**src/hw/rtl/rpn_stack_calculator_top_macros.svh**
```systemverilog
// Assertion macros for the RPN stack calculator.
// They expand to concurrent assertions in simulation and to nothing in synthesis.
`ifndef RPN_STACK_CALCULATOR_TOP_MACROS_SVH
`define RPN_STACK_CALCULATOR_TOP_MACROS_SVH
`ifndef SYNTHESIS
// Checked on every rising edge outside reset.
`define RPN_ASSERT(lbl, clk, rst_n, prop, msg) \
    lbl: assert property (@(posedge clk) disable iff (!rst_n) prop) else $error(msg);
// Checked on every rising edge, reset included.
`define RPN_ASSERT_ALWAYS(lbl, clk, prop, msg) \
    lbl: assert property (@(posedge clk) prop) else $error(msg);
`else
`define RPN_ASSERT(lbl, clk, rst_n, prop, msg)
`define RPN_ASSERT_ALWAYS(lbl, clk, prop, msg)
`endif
`endif

```
**src/hw/rtl/rpn_calc_pkg.sv**
```systemverilog
package rpn_calc_pkg;

    localparam int STACK_DEPTH_DEF = 128;
    localparam int WORD_W          = 32;
    localparam int STEP_W          = 6;

    // Opcodes carried in the input tuser field.
    localparam logic [2:0] OP_PUSH = 3'd0;
    localparam logic [2:0] OP_ADD  = 3'd1;
    localparam logic [2:0] OP_SUB  = 3'd2;
    localparam logic [2:0] OP_MUL  = 3'd3;
    localparam logic [2:0] OP_DIV  = 3'd4;

    // Status codes returned with every result.
    localparam logic [1:0] ST_OK      = 2'd0;
    localparam logic [1:0] ST_FULL    = 2'd1;
    localparam logic [1:0] ST_DIVZERO = 2'd2;
    localparam logic [1:0] ST_SAT     = 2'd3;

    // Last step index of each serial operation (counted down to zero).
    localparam logic [STEP_W-1:0] ADD_LAST = 6'd31;
    localparam logic [STEP_W-1:0] MUL_LAST = 6'd31;
    localparam logic [STEP_W-1:0] DIV_LAST = 6'd47;

    localparam logic [WORD_W-1:0] SAT_POS = 32'h7FFF_FFFF;
    localparam logic [WORD_W-1:0] SAT_NEG = 32'h8000_0000;

    typedef enum logic [2:0] {
        S_IDLE,
        S_LOAD,
        S_ADD,
        S_MUL,
        S_DIV,
        S_SAT,
        S_DONE
    } t_state;

    // Magnitude of a two's complement word; the most negative value maps to 2^31.
    function automatic logic [WORD_W-1:0] abs32(input logic [WORD_W-1:0] v);
        return v[WORD_W-1] ? (~v + 32'd1) : v;
    endfunction

endpackage

```
**src/hw/rtl/rpn_stack_calculator_top.sv**
```systemverilog
// One transaction at a time: a new one is accepted only once the last result has
// been committed to the output register. Add, subtract and multiply run 32 serial
// steps, divide 48 restoring quotient steps; push, unknown opcodes and division by
// zero skip the serial states. A finished result waits until the output is free.
// Reset (i_rst_n low, synchronous) empties the stack and drops any pending result;
// stack memory contents are not cleared, since no entry above the count is read.
`include "rpn_stack_calculator_top_macros.svh"

module rpn_stack_calculator_top
    import rpn_calc_pkg::*;
#(
    parameter int STACK_DEPTH = STACK_DEPTH_DEF
) (
    input  logic        i_clk,
    input  logic        i_rst_n,
    // Input stream.
    input  logic        s_axis_tvalid,
    output logic        s_axis_tready,
    input  logic [31:0] s_axis_tdata,   // [31:0] push_value
    input  logic [2:0]  s_axis_tuser,   // [2:0] opcode
    // Result stream.
    output logic        m_axis_tvalid,
    input  logic        m_axis_tready,
    output logic [47:0] m_axis_tdata    // [31:0] top_value, [39:32] stack_depth,
                                        // [41:40] status, [47:42] zero
);

    // The count must hold the depth itself; the address only the entries.
    localparam int CNT_W  = $clog2(STACK_DEPTH + 1);
    localparam int ADDR_W = $clog2(STACK_DEPTH);
    localparam logic [CNT_W-1:0] FULL_CNT = CNT_W'(STACK_DEPTH);

    // Operand stack. The top entry is also mirrored in r_tos so that an
    // operator only needs one memory read, for the left operand.
    logic [WORD_W-1:0] r_mem [STACK_DEPTH];

    t_state              r_state, n_state;
    logic [CNT_W-1:0]    r_count;
    logic [CNT_W-1:0]    r_new_cnt;
    logic [WORD_W-1:0]   r_tos;
    logic [WORD_W-1:0]   r_rd_data;
    logic [2:0]          r_op;

    // Serial datapath: r_a and r_b are the operand shift registers, r_q collects
    // result or quotient bits, r_acc is the multiply accumulator or the
    // division remainder.
    logic [WORD_W-1:0]   r_a, r_b, r_q;
    logic [WORD_W:0]     r_acc;
    logic                r_c, r_sa, r_sb, r_neg, r_hi;
    logic [STEP_W-1:0]   r_step;

    logic [WORD_W-1:0]   r_res;
    logic [1:0]          r_status;
    logic                r_wr;

    logic                r_out_valid;
    logic [47:0]         r_out_data;

    logic                w_accept, w_commit, w_sub;
    logic [WORD_W-1:0]   w_left, w_right;
    logic [CNT_W-1:0]    w_op_cnt, w_rd_cnt, w_wr_cnt;
    logic [CNT_W+7:0]    w_depth_ext;
    logic                w_sbit, w_cout, w_ext;
    logic                w_msub;
    logic [WORD_W+1:0]   w_mext, w_maddend, w_msum;
    logic [WORD_W:0]     w_rsh;
    logic [WORD_W+1:0]   w_diff;
    logic                w_qbit;
    logic                w_ovf;
    logic [WORD_W-1:0]   w_sat_res;
    logic [WORD_W-1:0]   w_top;

    assign w_accept = s_axis_tvalid && s_axis_tready;

    // Operands as seen at load time; a missing operand counts as zero.
    assign w_right  = (r_count != '0) ? r_tos : '0;
    assign w_left   = (r_count >= CNT_W'(2)) ? r_rd_data : '0;
    assign w_op_cnt = (r_count >= CNT_W'(2)) ? (r_count - CNT_W'(1)) : CNT_W'(1);
    assign w_rd_cnt = r_count - CNT_W'(2);
    assign w_wr_cnt = r_new_cnt - CNT_W'(1);
    assign w_sub    = (r_op == OP_SUB);

    // Bit-serial add and subtract, least significant bit first. Subtraction
    // inverts the right operand and starts with a carry of one.
    assign w_sbit = r_a[0] ^ (r_b[0] ^ w_sub) ^ r_c;
    assign w_cout = (r_a[0] & (r_b[0] ^ w_sub)) | (r_c & (r_a[0] ^ (r_b[0] ^ w_sub)));
    // Bit 32 of the exact sum, to detect overflow.
    assign w_ext  = r_sa ^ r_sb ^ r_c;

    // Serial-parallel signed multiply: one multiplier bit per cycle, the sign
    // bit of the multiplier having negative weight, so the last step subtracts.
    assign w_msub    = r_b[0] && (r_step == '0);
    assign w_mext    = {{2{r_a[WORD_W-1]}}, r_a};
    assign w_maddend = (r_b[0] ? w_mext : '0) ^ {(WORD_W+2){w_msub}};
    assign w_msum    = {r_acc[WORD_W], r_acc} + w_maddend + {{(WORD_W+1){1'b0}}, w_msub};

    // Restoring division on magnitudes: one dividend bit enters the remainder
    // each cycle, 32 bits of |left| followed by 16 zero bits.
    assign w_rsh  = {r_acc[WORD_W-1:0], r_a[WORD_W-1]};
    assign w_diff = {1'b0, w_rsh} - {2'b00, r_b};
    assign w_qbit = !w_diff[WORD_W+1];

    // Saturation of the finished serial result.
    always_comb begin
        w_ovf     = 1'b0;
        w_sat_res = r_res;
        case (r_op)
            OP_ADD, OP_SUB: begin
                w_ovf     = (w_ext != r_q[WORD_W-1]);
                w_sat_res = w_ovf ? (w_ext ? SAT_NEG : SAT_POS) : r_q;
            end
            OP_MUL: begin
                // Product is {r_acc[31:0], r_q}; bits 63 to 47 must agree.
                w_ovf     = !((&r_acc[31:15]) || !(|r_acc[31:15]));
                w_sat_res = w_ovf ? (r_acc[31] ? SAT_NEG : SAT_POS)
                                  : {r_acc[15:0], r_q[31:16]};
            end
            OP_DIV: begin
                // A quotient of 2^31 is only representable when negative.
                w_ovf     = r_hi || (r_q[WORD_W-1] && !(r_neg && (r_q[WORD_W-2:0] == '0)));
                w_sat_res = w_ovf ? (r_neg ? SAT_NEG : SAT_POS)
                                  : (r_neg ? (~r_q + 32'd1) : r_q);
            end
            default: begin
                w_ovf     = 1'b0;
                w_sat_res = r_res;
            end
        endcase
    end

    // Next state.
    always_comb begin
        n_state = r_state;
        case (r_state)
            S_IDLE: begin
                if (w_accept) begin
                    n_state = S_LOAD;
                end
            end
            S_LOAD: begin
                case (r_op)
                    OP_ADD, OP_SUB: n_state = S_ADD;
                    OP_MUL:         n_state = S_MUL;
                    OP_DIV:         n_state = (w_right == '0) ? S_DONE : S_DIV;
                    default:        n_state = S_DONE;
                endcase
            end
            S_ADD, S_MUL, S_DIV: begin
                if (r_step == '0) begin
                    n_state = S_SAT;
                end
            end
            S_SAT: begin
                n_state = S_DONE;
            end
            S_DONE: begin
                if (w_commit) begin
                    n_state = S_IDLE;
                end
            end
            default: begin
                n_state = S_IDLE;
            end
        endcase
    end

    // Handshake outputs. A finished result is committed as soon as the output
    // register is free or is being emptied in the same cycle.
    always_comb begin
        s_axis_tready = (r_state == S_IDLE);
        w_commit      = (r_state == S_DONE) && (!r_out_valid || m_axis_tready);
    end

    // Control state.
    always_ff @(posedge i_clk) begin
        if (!i_rst_n) begin
            r_state     <= S_IDLE;
            r_count     <= '0;
            r_out_valid <= 1'b0;
        end else begin
            r_state <= n_state;
            if (w_commit) begin
                r_count     <= r_new_cnt;
                r_out_valid <= 1'b1;
            end else if (m_axis_tready) begin
                r_out_valid <= 1'b0;
            end
        end
    end

    assign w_depth_ext = {8'd0, r_new_cnt};
    assign w_top       = (r_new_cnt == '0) ? '0 : r_res;

    // Datapath and stack memory.
    always_ff @(posedge i_clk) begin
        case (r_state)
            S_IDLE: begin
                if (w_accept) begin
                    r_op      <= s_axis_tuser;
                    r_a       <= s_axis_tdata;
                    r_rd_data <= r_mem[w_rd_cnt[ADDR_W-1:0]];
                end
            end
            S_LOAD: begin
                r_status  <= ST_OK;
                r_wr      <= 1'b1;
                r_new_cnt <= w_op_cnt;
                r_res     <= r_tos;
                case (r_op)
                    OP_PUSH: begin
                        if (r_count == FULL_CNT) begin
                            r_status  <= ST_FULL;
                            r_wr      <= 1'b0;
                            r_new_cnt <= r_count;
                        end else begin
                            r_res     <= r_a;
                            r_new_cnt <= r_count + CNT_W'(1);
                        end
                    end
                    OP_ADD, OP_SUB: begin
                        r_a    <= w_left;
                        r_b    <= w_right;
                        r_c    <= w_sub;
                        r_sa   <= w_left[WORD_W-1];
                        r_sb   <= w_right[WORD_W-1] ^ w_sub;
                        r_step <= ADD_LAST;
                    end
                    OP_MUL: begin
                        r_a    <= w_left;
                        r_b    <= w_right;
                        r_acc  <= '0;
                        r_step <= MUL_LAST;
                    end
                    OP_DIV: begin
                        if (w_right == '0) begin
                            // Division by zero saturates toward the dividend's sign; a zero dividend gives zero.
                            r_status <= ST_DIVZERO;
                            if (w_left == '0) begin
                                r_res <= '0;
                            end else begin
                                r_res <= w_left[WORD_W-1] ? SAT_NEG : SAT_POS;
                            end
                        end else begin
                            r_a    <= abs32(w_left);
                            r_b    <= abs32(w_right);
                            r_acc  <= '0;
                            r_q    <= '0;
                            r_hi   <= 1'b0;
                            r_neg  <= w_left[WORD_W-1] ^ w_right[WORD_W-1];
                            r_step <= DIV_LAST;
                        end
                    end
                    default: begin
                        r_wr      <= 1'b0;
                        r_new_cnt <= r_count;
                    end
                endcase
            end
            S_ADD: begin
                r_a    <= {1'b0, r_a[WORD_W-1:1]};
                r_b    <= {1'b0, r_b[WORD_W-1:1]};
                r_q    <= {w_sbit, r_q[WORD_W-1:1]};
                r_c    <= w_cout;
                r_step <= r_step - STEP_W'(1);
            end
            S_MUL: begin
                r_acc  <= w_msum[WORD_W+1:1];
                r_q    <= {w_msum[0], r_q[WORD_W-1:1]};
                r_b    <= {1'b0, r_b[WORD_W-1:1]};
                r_step <= r_step - STEP_W'(1);
            end
            S_DIV: begin
                r_acc  <= {1'b0, (w_qbit ? w_diff[WORD_W-1:0] : w_rsh[WORD_W-1:0])};
                r_a    <= {r_a[WORD_W-2:0], 1'b0};
                r_q    <= {r_q[WORD_W-2:0], w_qbit};
                r_hi   <= r_hi | r_q[WORD_W-1];
                r_step <= r_step - STEP_W'(1);
            end
            S_SAT: begin
                r_res <= w_sat_res;
                if (w_ovf) begin
                    r_status <= ST_SAT;
                end
            end
            S_DONE: begin
                if (w_commit) begin
                    if (r_wr) begin
                        r_mem[w_wr_cnt[ADDR_W-1:0]] <= r_res;
                        r_tos                       <= r_res;
                    end
                    r_out_data <= {6'd0, r_status, w_depth_ext[7:0], w_top};
                end
            end
            default: begin
            end
        endcase
    end

    assign m_axis_tvalid = r_out_valid;
    assign m_axis_tdata  = r_out_data;

    // The entry count never passes the stack depth.
    `RPN_ASSERT(a_count_bound, i_clk, i_rst_n, r_count <= FULL_CNT,
        "stack count beyond depth")
    // A stack write always lands on an entry inside the stack.
    `RPN_ASSERT(a_write_in_range, i_clk, i_rst_n,
        (r_state == S_DONE && r_wr) |-> (r_new_cnt != '0 && r_new_cnt <= FULL_CNT),
        "stack write out of range")
    // A new result only appears when an item finishes.
    `RPN_ASSERT(a_out_from_commit, i_clk, i_rst_n,
        $rose(m_axis_tvalid) |-> $past(r_state == S_DONE),
        "result without finished item")
    // Reset leaves the block idle with no pending result.
    `RPN_ASSERT_ALWAYS(a_reset_idle, i_clk,
        !i_rst_n |=> (r_state == S_IDLE && !m_axis_tvalid),
        "reset did not clear control state")

endmodule

```
**config.mk**
```make
export PLATFORM = sky130hd
export DESIGN_NAME = rpn_stack_calculator_top
export DESIGN_NICKNAME = d
export VERILOG_FILES = /design/src/hw/rtl/rpn_calc_pkg.sv /design/src/hw/rtl/rpn_stack_calculator_top.sv
export VERILOG_INCLUDE_DIRS = /design/src /design/src/hw/rtl
export SDC_FILE = /design/constraint.sdc
export NUM_CORES = 2
export LEC_CHECK = 0
export BUFFER_PORTS_ARGS = -buffer_cell sky130_fd_sc_hd__buf_4
export CORE_MARGIN = 3
export CORE_UTILIZATION = 40
export DETAILED_ROUTE_END_ITERATION = 6
export HOLD_SLACK_MARGIN = 0.05
export PLACE_DENSITY = 0.57
export SYNTH_ARGS = -nofsm -noshare
export SYNTH_HDL_FRONTEND = slang
export SYNTH_SLANG_ARGS = --single-unit
```
**constraint.sdc**
```tcl
create_clock -name i_clk -period 14.9 [get_ports i_clk]
set_clock_uncertainty 0.2 [all_clocks]
set_input_delay 2.235 -clock i_clk [delete_from_list [all_inputs] [get_ports i_clk]]
set_output_delay 2.235 -clock i_clk [all_outputs]
set_load 0.05 [all_outputs]
```
-- Word level (Yosys, flattened, before mapping)
Memory sizes are Yosys's and may differ from the RTL's. A register that Yosys moved wholly into a read port is not among the register bits.
Index checks and enable logic that the tools add are counted.
- register bits: 272
- bits in latches: 0
- RAM bits: 4096
- memory bits (read-only): 0
- input bits: 39
- output and inout bits: 50
- memories: 1
- memories (name ; words ; bits a word ; rd ports ; clocked after Yosys merged registers in ; write ports ; line ; RTL):
    r_mem ; 128 ; 32 ; 1 ; 1 ; 1 ; rpn_stack_calculator_top.sv:35 ; logic [WORD_W-1:0] r_mem [STACK_DEPTH];
- add/subtract/negate cells: 11
- multipliers: 0
- div/mod/pow operators: 0
- order comparisons: 1
- eq/ne operators: 23
- shift-type cells: 0
- multiplexer cells: 64
- bitwise logic cells: 16
- reduce and logical (&&, ||, !) cells: 52
- operator list (kind ; count):
    2-to-1 mux 32 bit ; 21
    one-hot mux 32 bit (2 select lines) ; 5
    one-hot mux 32 bit (4 select lines) ; 2
    one-hot mux 33 bit (3 select lines) ; 1
    adder 32 x 1 -> 32 bit, second input constant ; 3
    inverter 32 bit ; 3
    one-hot mux 32 bit (3 select lines) ; 1
    one-hot mux 33 bit (2 select lines) ; 1
    zero test 32 bit ; 2
    adder 34 x 1 -> 34 bit ; 1
    adder 34 bit ; 1
    2-to-1 mux 34 bit ; 1
    subtractor 33 x 32 -> 34 bit ; 1
    XOR 34 bit ; 1
    2-to-1 mux 33 bit ; 1
    zero test 31 bit ; 1
    one-hot mux 6 bit (2 select lines) ; 2
    AND reduction 3 bit ; 8
    AND reduction 17 bit ; 1
    OR reduction 17 bit ; 1
    2-to-1 mux 8 bit ; 2
    one-hot mux 8 bit (2 select lines) ; 1
    one-hot mux 3 bit (5 select lines) ; 1
    == test 3 x 2 -> 1 bit, second input constant ; 4
    other kinds (42) ; 101

-- Longest topological paths before layout
- depth after elaboration: 8
- mapped depth: 19

-- Least setup slack after synthesis
Ideal clock, no wire load.
- path kind: in2reg
- from: input m_axis_tready
- to: memory r_mem[101][0], enable pin
- data arrival time: 5.525 ns
- required time: 14.279 ns
- setup slack: 8.754 ns
- stages on the path: 8
- path through: nand2b_1 nand3_1 clkinv_1 nand2_1 nor2_1 nand3_1 clkbuf_1 nor2_1
- longest elaborated chain between the ends: 5
- ends and longest elaborated chain (item ; line ; RTL):
    start: declaration ; rpn_stack_calculator_top.sv:23 ; input logic m_axis_tready,
    logical OR 1 bit ; rpn_stack_calculator_top.sv:171 ; w_commit = (r_state == S_DONE) && (!r_out_valid || m_axis_tready);
    logical AND 1 bit ; rpn_stack_calculator_top.sv:171 ;
    named net w_commit ; rpn_stack_calculator_top.sv:59 ; logic w_accept, w_commit, w_sub;
    2-to-1 mux 1 bit ; rpn_stack_calculator_top.sv:286 ; if (w_commit) begin
    2-to-1 mux 1 bit ; rpn_stack_calculator_top.sv:196 ; case (r_state)
    2-to-1 mux 1 bit (not written as such) ; rpn_stack_calculator_top.sv:288 ; r_mem[w_wr_cnt[ADDR_W-1:0]] <= r_res;
    end: declaration ; rpn_stack_calculator_top.sv:35 ;
The timed path passes the listed nets, and every way through them passes these cells.

-- Worst setup path after layout
- from: register r_count[0]
- to: register r_rd_data[24] (read register of r_mem) (data pin)
- longest elaborated chain between the ends: 1
- ends and longest elaborated chain (item ; line ; RTL):
    start: declaration ; rpn_stack_calculator_top.sv:38 ; logic [CNT_W-1:0] r_count;
    start signal: assignment ; rpn_stack_calculator_top.sv:183 ; r_count <= r_new_cnt;
    subtractor 7 x 2 -> 7 bit ; rpn_stack_calculator_top.sv:79 ; assign w_rd_cnt = r_count - CNT_W'(2);
    end: declaration ; rpn_stack_calculator_top.sv:41 ; logic [WORD_W-1:0] r_rd_data;
Every way passes these cells.
A chain may end at the register's enable or synchronous reset.

==> impl_metrics.ini <==
[outcome]
outcome = finished clean

[clock_tree]
tritoncts = yes
cts.clk_slew.worst_paths_ns = 0.07
post-cts-setup-buffers = 0
clk_lat_worst_skew_ns = 1.01
max-clock-path-buffers = 4
total_number_of_clock_tree_sinks = 4400
tritoncts_buffers = 445
cts.root.buffer_cell = clkbuf_16
cts.hold.buffers_added = 0
cts.htree.levels = 5
cts.repair.resized = 0

[synth]
post_synth_num_cell_types = 89
yosys-top-cells-area = edfxtp_1 (74%), mux4_2 (16%), o21ai_0 (0.75%), nor2_1 (0.73%), clkbuf_1 (0.70%)
netlist_top_cells_count = edfxtp_1 (4388), mux4_2 (1280), nor2_1 (344)
syn-instance-count = 8510
yosysWarningCount = 0
synth-seq-cells = 4400
dominantRegCellSynth = edfxtp_1
synth_top_area_cell = edfxtp_1
avgSynthCellArea_um2 = 20.8
synth_most_common_cell = edfxtp_1
seq_area_frac_synth_pct = 74.5
syn_area_mm2 = 0.177
synthDominantCellAreaShare_pct = 74.3
synthArstFlopShare_pct = 0
synth-edff-count = 4388

[die]
die_outline_area_mm2 = 0.451
vertical_die_dimension_um = 672
placeableCoreArea_mm2 = 0.440
fp.dieW_um = 672
initial_utilization_pct = 40.3
rows = 243
ioPinCount = 89

[route]
drt-pass1-iter-count = 7
drtIter0Drc = 13200
drt.antenna.violating_nets = 0
drcViolationCount = 0
vias = 91000
drt-wirelength-per-cell_um = 33.4
avgViaCountPerCell = 6.02
drt_wl_total_mm = 505

[global_routing]
grt_first_pass_wirelength_mm = 709
first_global_vias = 90600
grt_start_max_net_pins = 129
grt_overflow = 0
antenna_found_initial = 45
grt_use_total_pct = 22.1

[sta]
report.final.slew_viol_count = 0
worst_slew_margin_rel_pct = 7.29
fmax_mhz = 139
tns_ns = 0
worst_hold_slack_ns = 0.289
timing_worst_slew_pin_value_ns = 1.38
final_setup_violation_count = 0
grt_setup_unrepaired = false
period_share_pct = 48.4
finalHoldViolations = 0
finalCriticalPeriod_ns = 7.21

[power]
power_leakage_nw = 60.8
power_density_mw_per_mm2 = 166
power.ir.vdd_worst_mv = 0.130

[setup_path]
worst_setup_path_endpoint = r_rd_data[24]
worst_r2r_path_depth = 10
worst_setup_path_category = reg -> reg
worstReg2RegEnd = r_rd_data[24]
reg2reg_setup_slack_ns = 7.69
cp-end-kind = flop
cp_max_fo = 83
crit_required_ns = 15.39
worstPathArrival_ns = 7.70
startpoint = r_count[0]
crit_path_start_kind = flop
regToRegStartpoint = r_count[0]

[cells_and_area]
finalNetCount = 8971
syn2layout_area_growth_pct = 13.5
final.fill_count = 36600
final_core_utilization_pct = 45.8
layout-drive-gt1-share_pct = 27.7

[hold_path]
hold_depth = 0
hold_path.class = reg -> reg

[place]
gpl.final_weighted_congestion = 0.907
dpl.hpwl_mm = 292
count_of_input_and_output_buffers = 82

[run]
timing.max_cap.violations = 0
area by class of cell:
class                           instances  area, um^2  share of cell area (%)
Clock inverter                        292        2840                    1.41
Antenna cell                           12        30.0                  0.0149
Clock buffer                          526       11500                    5.73
Inverter                               84         315                   0.157
Sequential cell                      4400      132000                    65.6
Tap cell                             5880        7360                    3.66
Timing Repair Buffer                  384        3030                    1.50
Multi-Input combinational cell       3534       44100                    21.9
how the worst min path moves through the flow:
stage | startpoint | slack (ns) | endpoint
2_1_floorplan | r_status[0] | 0.20 | m_axis_tdata[40]
3_3_place_gp | r_status[0] | 0.26 | m_axis_tdata[40]
3_5_place_dp | r_status[0] | 0.27 | m_axis_tdata[40]
4_1_cts | r_status[0] | 0.28 | m_axis_tdata[40]
5_1_grt | r_status[0] | 0.29 | m_axis_tdata[40]
6_report | r_status[0] | 0.29 | m_axis_tdata[40]
routing by layer:
metal  track usage (%)  up-vias  share of wire (%)
met1              31.3    49100                 41
met5                 0        -              0.026
met4              7.18       10                3.5
met3              4.02      798                8.8
li1                  -    36400                  -
met2              34.8     4638                 47
where the power goes:
group          internal (W)  switching [W]  total [W]
combinational       0.00176        0.00473    0.00649
clock               0.00629        0.00475     0.0110
sequential           0.0154       0.000522     0.0159
total                0.0234         0.0100     0.0334
per-stage QoR:
stage          instances  area (um^2)  total power, W  worst slack (ns)
2_1_floorplan       8515       177000          0.0197              8.75
3_5_place_dp       14300       187000          0.0226              7.30
4_1_cts            15100       201000          0.0335              7.67
6_report           15100       201000          0.0334              7.69
3_3_place_gp       14300       187000          0.0223              7.34
5_1_grt            15100       201000          0.0345              7.10
state kept, by name, summed over array words and instances (netlist names), 8 cells and up:
name          count
m_axis_tdata     42
r_count           8
r_b              32
r_a              32
r_rd_data        32
r_q              32
r_new_cnt         8
r_res            32
r_mem          4096
r_tos            32
r_acc            33
cells by family after synthesis:
logic type               Yosys count  share of synthesized area (%)
multiplexers                    1446                           17.3
buffers and inverters            581                           1.29
flip-flops                      4400                           74.5
AND/OR/NAND/NOR                  937                           2.42
AO/OA/AOI/OAI                    905                           3.18
adder cells (fa/ha/maj)           84                          0.604
XOR/XNOR                         156                          0.771
other                              1                        0.00212
worst max-delay path, stage by stage, from the launching register on:
cell and delay, ns:
dfxtp_4 0.87, buf_12 0.53, buf_4 0.67, buf_4 0.84, buf_4 0.79, mux4_2 0.61
mux4_2 0.53, mux2i_1 0.96, nor2_1 0.09, a21oi_1 0.27, o21ai_0 0.13
layout by cell type (no fill, tap or decap), drive strengths merged, types with 71 or more instances in the layout:
master / count
mux4: 1280
mux2i: 93
xnor2: 88
and2: 71
buf: 384
edfxtp: 4388
a21oi: 228
nor2: 344
clkbuf: 526
mux2: 73
ha: 80
o21ai: 269
nand2: 280
clkinv: 231
inv: 90
o22ai: 103
Note: power is estimated with default switching activity, not from simulation.
